$ cat src/rtl/core/dtc_pkg.sv
// Shared types, constants and codes of the decision tree packet classifier.
package dtc_pkg;

    localparam int STORE_DEPTH = 16384;
    localparam int ADDR_W      = 14;
    localparam int ID_W        = 17;
    localparam int RULE_W      = 16;
    localparam int TC_W        = 3;
    localparam int SEL_W       = 3;
    localparam int THR_W       = 32;
    localparam int ALU_W       = 32;
    localparam int SPLIT_W     = SEL_W + THR_W;
    localparam int CHILD_W     = 2 * ID_W;

    localparam int TREES_DEFAULT          = 4;
    localparam int NODES_PER_TREE_DEFAULT = 4096;
    localparam int MAX_WALK_STEPS_DEFAULT = 32;

    localparam logic OP_WRITE    = 1'b0;
    localparam logic OP_CLASSIFY = 1'b1;

    localparam logic REG_DEFAULT_RULE = 1'b0;
    localparam logic REG_TREE_COUNT   = 1'b1;

    localparam logic [SEL_W-1:0] SEL_SRC_IP   = 3'd0;
    localparam logic [SEL_W-1:0] SEL_DST_IP   = 3'd1;
    localparam logic [SEL_W-1:0] SEL_SRC_PORT = 3'd2;
    localparam logic [SEL_W-1:0] SEL_DST_PORT = 3'd3;
    localparam logic [SEL_W-1:0] SEL_PROTOCOL = 3'd4;
    localparam logic [SEL_W-1:0] SEL_EXTRA    = 3'd5;

    typedef enum logic [2:0] {
        S_IDLE,
        S_CHECK_IDX,
        S_CHECK_ADDR,
        S_COMPARE,
        S_LEAF,
        S_MIN
    } state_t;

    typedef struct packed {
        logic [ALU_W-1:0] a;
        logic [ALU_W-1:0] b;
    } alu_req_t;

    typedef struct packed {
        logic [ALU_W-1:0] diff;
        logic             borrow;
    } alu_rsp_t;

endpackage

$ cat src/rtl/core/dtc_alu.sv
// Shared subtract and compare unit used by every step of the tree walk.
module dtc_alu (
    input  dtc_pkg::alu_req_t req,
    output dtc_pkg::alu_rsp_t rsp
);

    import dtc_pkg::*;

    logic [ALU_W:0] result;

    assign result     = {1'b0, req.a} - {1'b0, req.b};
    assign rsp.diff   = result[ALU_W-1:0];
    assign rsp.borrow = result[ALU_W];

endmodule

$ cat config.mk
export PLATFORM = sky130hd
export DESIGN_NAME = dtc_alu
export DESIGN_NICKNAME = d
export VERILOG_FILES = /design/src/rtl/core/dtc_pkg.sv /design/src/rtl/core/dtc_alu.sv
export SDC_FILE = /design/constraint.sdc
export NUM_CORES = 1
export LEC_CHECK = 0
export BUFFER_PORTS_ARGS = -buffer_cell sky130_fd_sc_hd__buf_2
export CAP_MARGIN = 20
export CORE_UTILIZATION = 35
export DETAILED_ROUTE_END_ITERATION = 6
export PLACE_DENSITY = 0.67
export SYNTH_ARGS = -nofsm -noshare
export SYNTH_HDL_FRONTEND = slang
export SYNTH_SLANG_ARGS = --single-unit
export TNS_END_PERCENT = 1
$ cat constraint.sdc
create_clock -name vclk -period 1.9
set_input_delay 0.095 -clock vclk [all_inputs]
set_output_delay 0.095 -clock vclk [all_outputs]
set_load 0.01 [all_outputs]
## Yosys cells after proc, flatten, opt, wreduce, memory -nomap -nowiden

Index checks and enable logic that the tools add are counted.

- Output and inout bits: 33
- Word-level logic and storage cells: 1
- Bits in registers: 0
- Input port bits: 64

- Add/sub/neg operators: 1

Operators by type and width:

| kind | count |
|---|---|
| subtractor 32 x 32 -> 33 bit | 1 |

## Logic depth before layout (Yosys ltp)

- Depth after elaboration: 1
- Gate-level depth with buffers: 10
- Depth with buffers taken out: 10

## Least setup slack after synthesis

Ideal clock, no wire load.

- Path type: in2out
- Start: in req[8] (netlist name)
- End: out rsp[32] (netlist name)
- Stages: 9
- Arrival: 2000 ps
- Setup slack: -195 ps
- Buffers on the path: 0
- Data required time: 1805 ps
- Cells stage by stage: inv_1 > ha_1 > a211oi_2 > nor2_1 > or3_4 > o2111ai_2 > a32oi_2 > a41o_1 > xor2_1

RTL lines:

| item | line | text |
|---|---|---|
| start, declared | dtc_alu.sv:3 | `input dtc_pkg::alu_req_t req,` |
| end, declared | dtc_alu.sv:4 | `output dtc_pkg::alu_rsp_t rsp` |

==> qor.txt <==
Status: complete, but fails checks
Failing checks: setup timing
Total half-perimeter wirelength after legalization and detailed placement: 5087 um
Global-route wire length before repair: 10510 um
Sum of internal, switching and leakage power: 1334 uW
CP bufs+invs: 3
Die width: 75.50 um
Die ar.: 5700 um2
Max-slew violations: 0
Nature of the critical path startpoint: input port
Commonest cells after routing, fill and taps aside: 92 x sky130_fd_sc_hd__buf_2, 78 x sky130_fd_sc_hd__buf_4, 35 x sky130_fd_sc_hd__inv_1
Post-detailed-route wirelength per cell: 13.12 um
Count of cell instances traversed by the critical path: 12
Post-synthesis cell area: 1891 um2
Final Setup Violations: 19
Crit path largest cell delay: 350 ps
Maximum number of pins on one net before global-route repair: 10
Sequential-to-total area share from yosys stat: 0%
Share of cells above drive strength 1: 52.73%
Remaining antenna violation count after routing: 0
Routed wire length: 6691 um
Synth warn: 0
CP Class: in2out
Total area of sequential cells: 0 um2
Standard cell core area: 5140 um2
Vias in the first global route: 2604
IO Port Bufs: 97
Worst min path class: in2out
Period utilization: 117.8%
Setup repair after global routing missed its margin: yes
Fillcell total: 454
Power density normalized to cell area: 390.9 nW/um2
Most frequent standard cell in the layout excluding fill and tap cells: sky130_fd_sc_hd__buf_2
Relative slew margins: 70.80%
Peak supply drop: 0.0002491 V
Number of diodes added for antenna fixing: 0
GP Congestion: 0.8405
Total GRT Usage: 23.01%
Number of buffers inserted for hold repair after clock tree synthesis: 0
Area growth from synthesis to layout: 80.54%
Post-layout worst setup margin: -338.4 ps
Final critical-path required period: 2238 ps
Vias after detailed routing: 2635
Count of boundary I/O pins: 97
Number of distinct library cells after synthesis: 51
Hold path depth: 4
Synth Net Count: 373
Cell repeated most along the worst path: sky130_fd_sc_hd__a21oi_2
Max_cap viols: 0
Synthesized instance count: 276
Average instance area after synthesis: 6.850 um2
Effective utilization at floorplan: 36.78%
Standby leakage power: 0.001793 uW
Antenna violations before repair: 0
Slew at the pin with the worst max-slew slack: 433.5 ps
Number of DRC markers in iteration 0: 91
Overall overflow remaining after global route: 0
FF+latch count: 0
Final Hold Violating Endpoints: 0
Ordered list of cells on the worst path: buf_8, inv_12, ha_4, fa_2, nor2b_2, o2111a_1, o21ai_2, a21oi_2, a21oi_2, o31ai_2, xor2_1, buf_2
Router iterations before antenna repair: 4
# DRC: 0
Cell at the slowest stage of the critical path: sky130_fd_sc_hd__fa_2
Peak Freq: 446.7 MHz
Required time of the worst setup path: 1800 ps
Nets: 539
Critical Path AT: 2140 ps
Max FO, Critical Path: 4
Final non-filler cell area: 3413 um2
Die outline height: 75.50 um
Placed standard-cell area: 3000 um2
Crit path capture type: output pin
Average vias per placed instance: 5.167
Placement Rows: 26
Layout clock buffers: 0
CP top delay family: compound AO/OA/AOI/OAI gates
==> report_power, final <==
group	switching, uW	total, uW	internal [uW]	leakage [uW]
clock	0	0	0	0
sequential	0	0	0	0
combinational	663	1330	671	0.00179
total	663	1330	671	0.00179
==> layer usage <==
metal  vias up  routed length [um]  track usage [%]
li1       1317                   -                -
met1      1207                2647            23.76
met2        97                3677            49.40
met3        14                 255           0.6614
met4         0                 111            6.173
met5         -                   0                0
==> Yosys cell counts, types with 3 or more instances <==
cell type,n,area (um2)
sky130_fd_sc_hd__inv_1,40,150.1
sky130_fd_sc_hd__ha_1,32,400.4
sky130_fd_sc_hd__a21oi_1,22,110.1
sky130_fd_sc_hd__nand2_1,21,78.83
sky130_fd_sc_hd__a21o_1,15,112.6
sky130_fd_sc_hd__xnor2_1,15,131.4
sky130_fd_sc_hd__o21ai_0,14,70.07
sky130_fd_sc_hd__xor2_1,14,122.6
sky130_fd_sc_hd__nor2_1,12,45.04
sky130_fd_sc_hd__nand3_1,8,40.04
sky130_fd_sc_hd__clkbuf_1,7,26.28
sky130_fd_sc_hd__a211oi_1,6,45.04
sky130_fd_sc_hd__nand4_1,6,37.54
sky130_fd_sc_hd__o21a_1,6,45.04
sky130_fd_sc_hd__a31oi_1,5,31.28
sky130_fd_sc_hd__buf_2,5,25.02
sky130_fd_sc_hd__nor3_1,4,20.02
sky130_fd_sc_hd__nor2b_1,3,18.77
==> per-stage QoR <==
stage / hold WS (ps) / utilization, % / cells / TNS (ps) / setup slack, ps
after floorplan: 335.1 / - / 276 / -493.5 / -149.2
after global placement: 549.7 / 58.37 / 502 / -6516 / -498.5
after detailed placement: 553.9 / 58.37 / 502 / -7038 / -525.3
after CTS: 554.4 / 65.09 / 510 / -3565 / -333.8
after global routing: 582.7 / 66.41 / 510 / -5801 / -406.0
final: 558.2 / 66.41 / 510 / -4006 / -338.4
==> final cells by class <==
| cell class | count | area (um2) | share of cell area [%] |
|---|---|---|---|
| Timing Repair Buffer | 176 | 1130 | 33.10 |
| Tap cell | 70 | 87.58 | 2.566 |
| Multi-Input combinational cell | 224 | 2031 | 59.49 |
| Inverter | 40 | 165.2 | 4.839 |
==> final timing paths <==
| path | from | endpoint | slack, ps |
|---|---|---|---|
| setup / recovery | req[32] | rsp[31] | -340 |
| hold / removal | req[0] | rsp[1] | 560 |
==> cells by family (layout without fill, tap and decap cells) <==
logic type                 Yosys count  after routing  share of synthesized area, %
AOI/OAI and AO/OA                   97             97                         36.66
and+or+nand+nor                     65             65                         17.01
buffers and inverters               52            216                         10.66
adders and majority gates           33             33                         22.24
xor gates and xnor gates            29             29                         13.44
==> tightest hold or removal path: stages <==
cell and delay, ps:
sky130_fd_sc_hd__buf_2 100, sky130_fd_sc_hd__ha_4 110, sky130_fd_sc_hd__inv_1 30, sky130_fd_sc_hd__buf_2 130
==> what timing repair did <==
| action | in CTS | in global routing |
|---|---|---|
| endpoints found under the setup margin | 25 | 23 |
| resized for setup | 50 | 12 |
| endpoints found under the hold margin | 0 | 0 |
| pin swaps | 32 | 5 |
| setup buffers | 8 | 0 |
(Power assumes the default switching activity.)
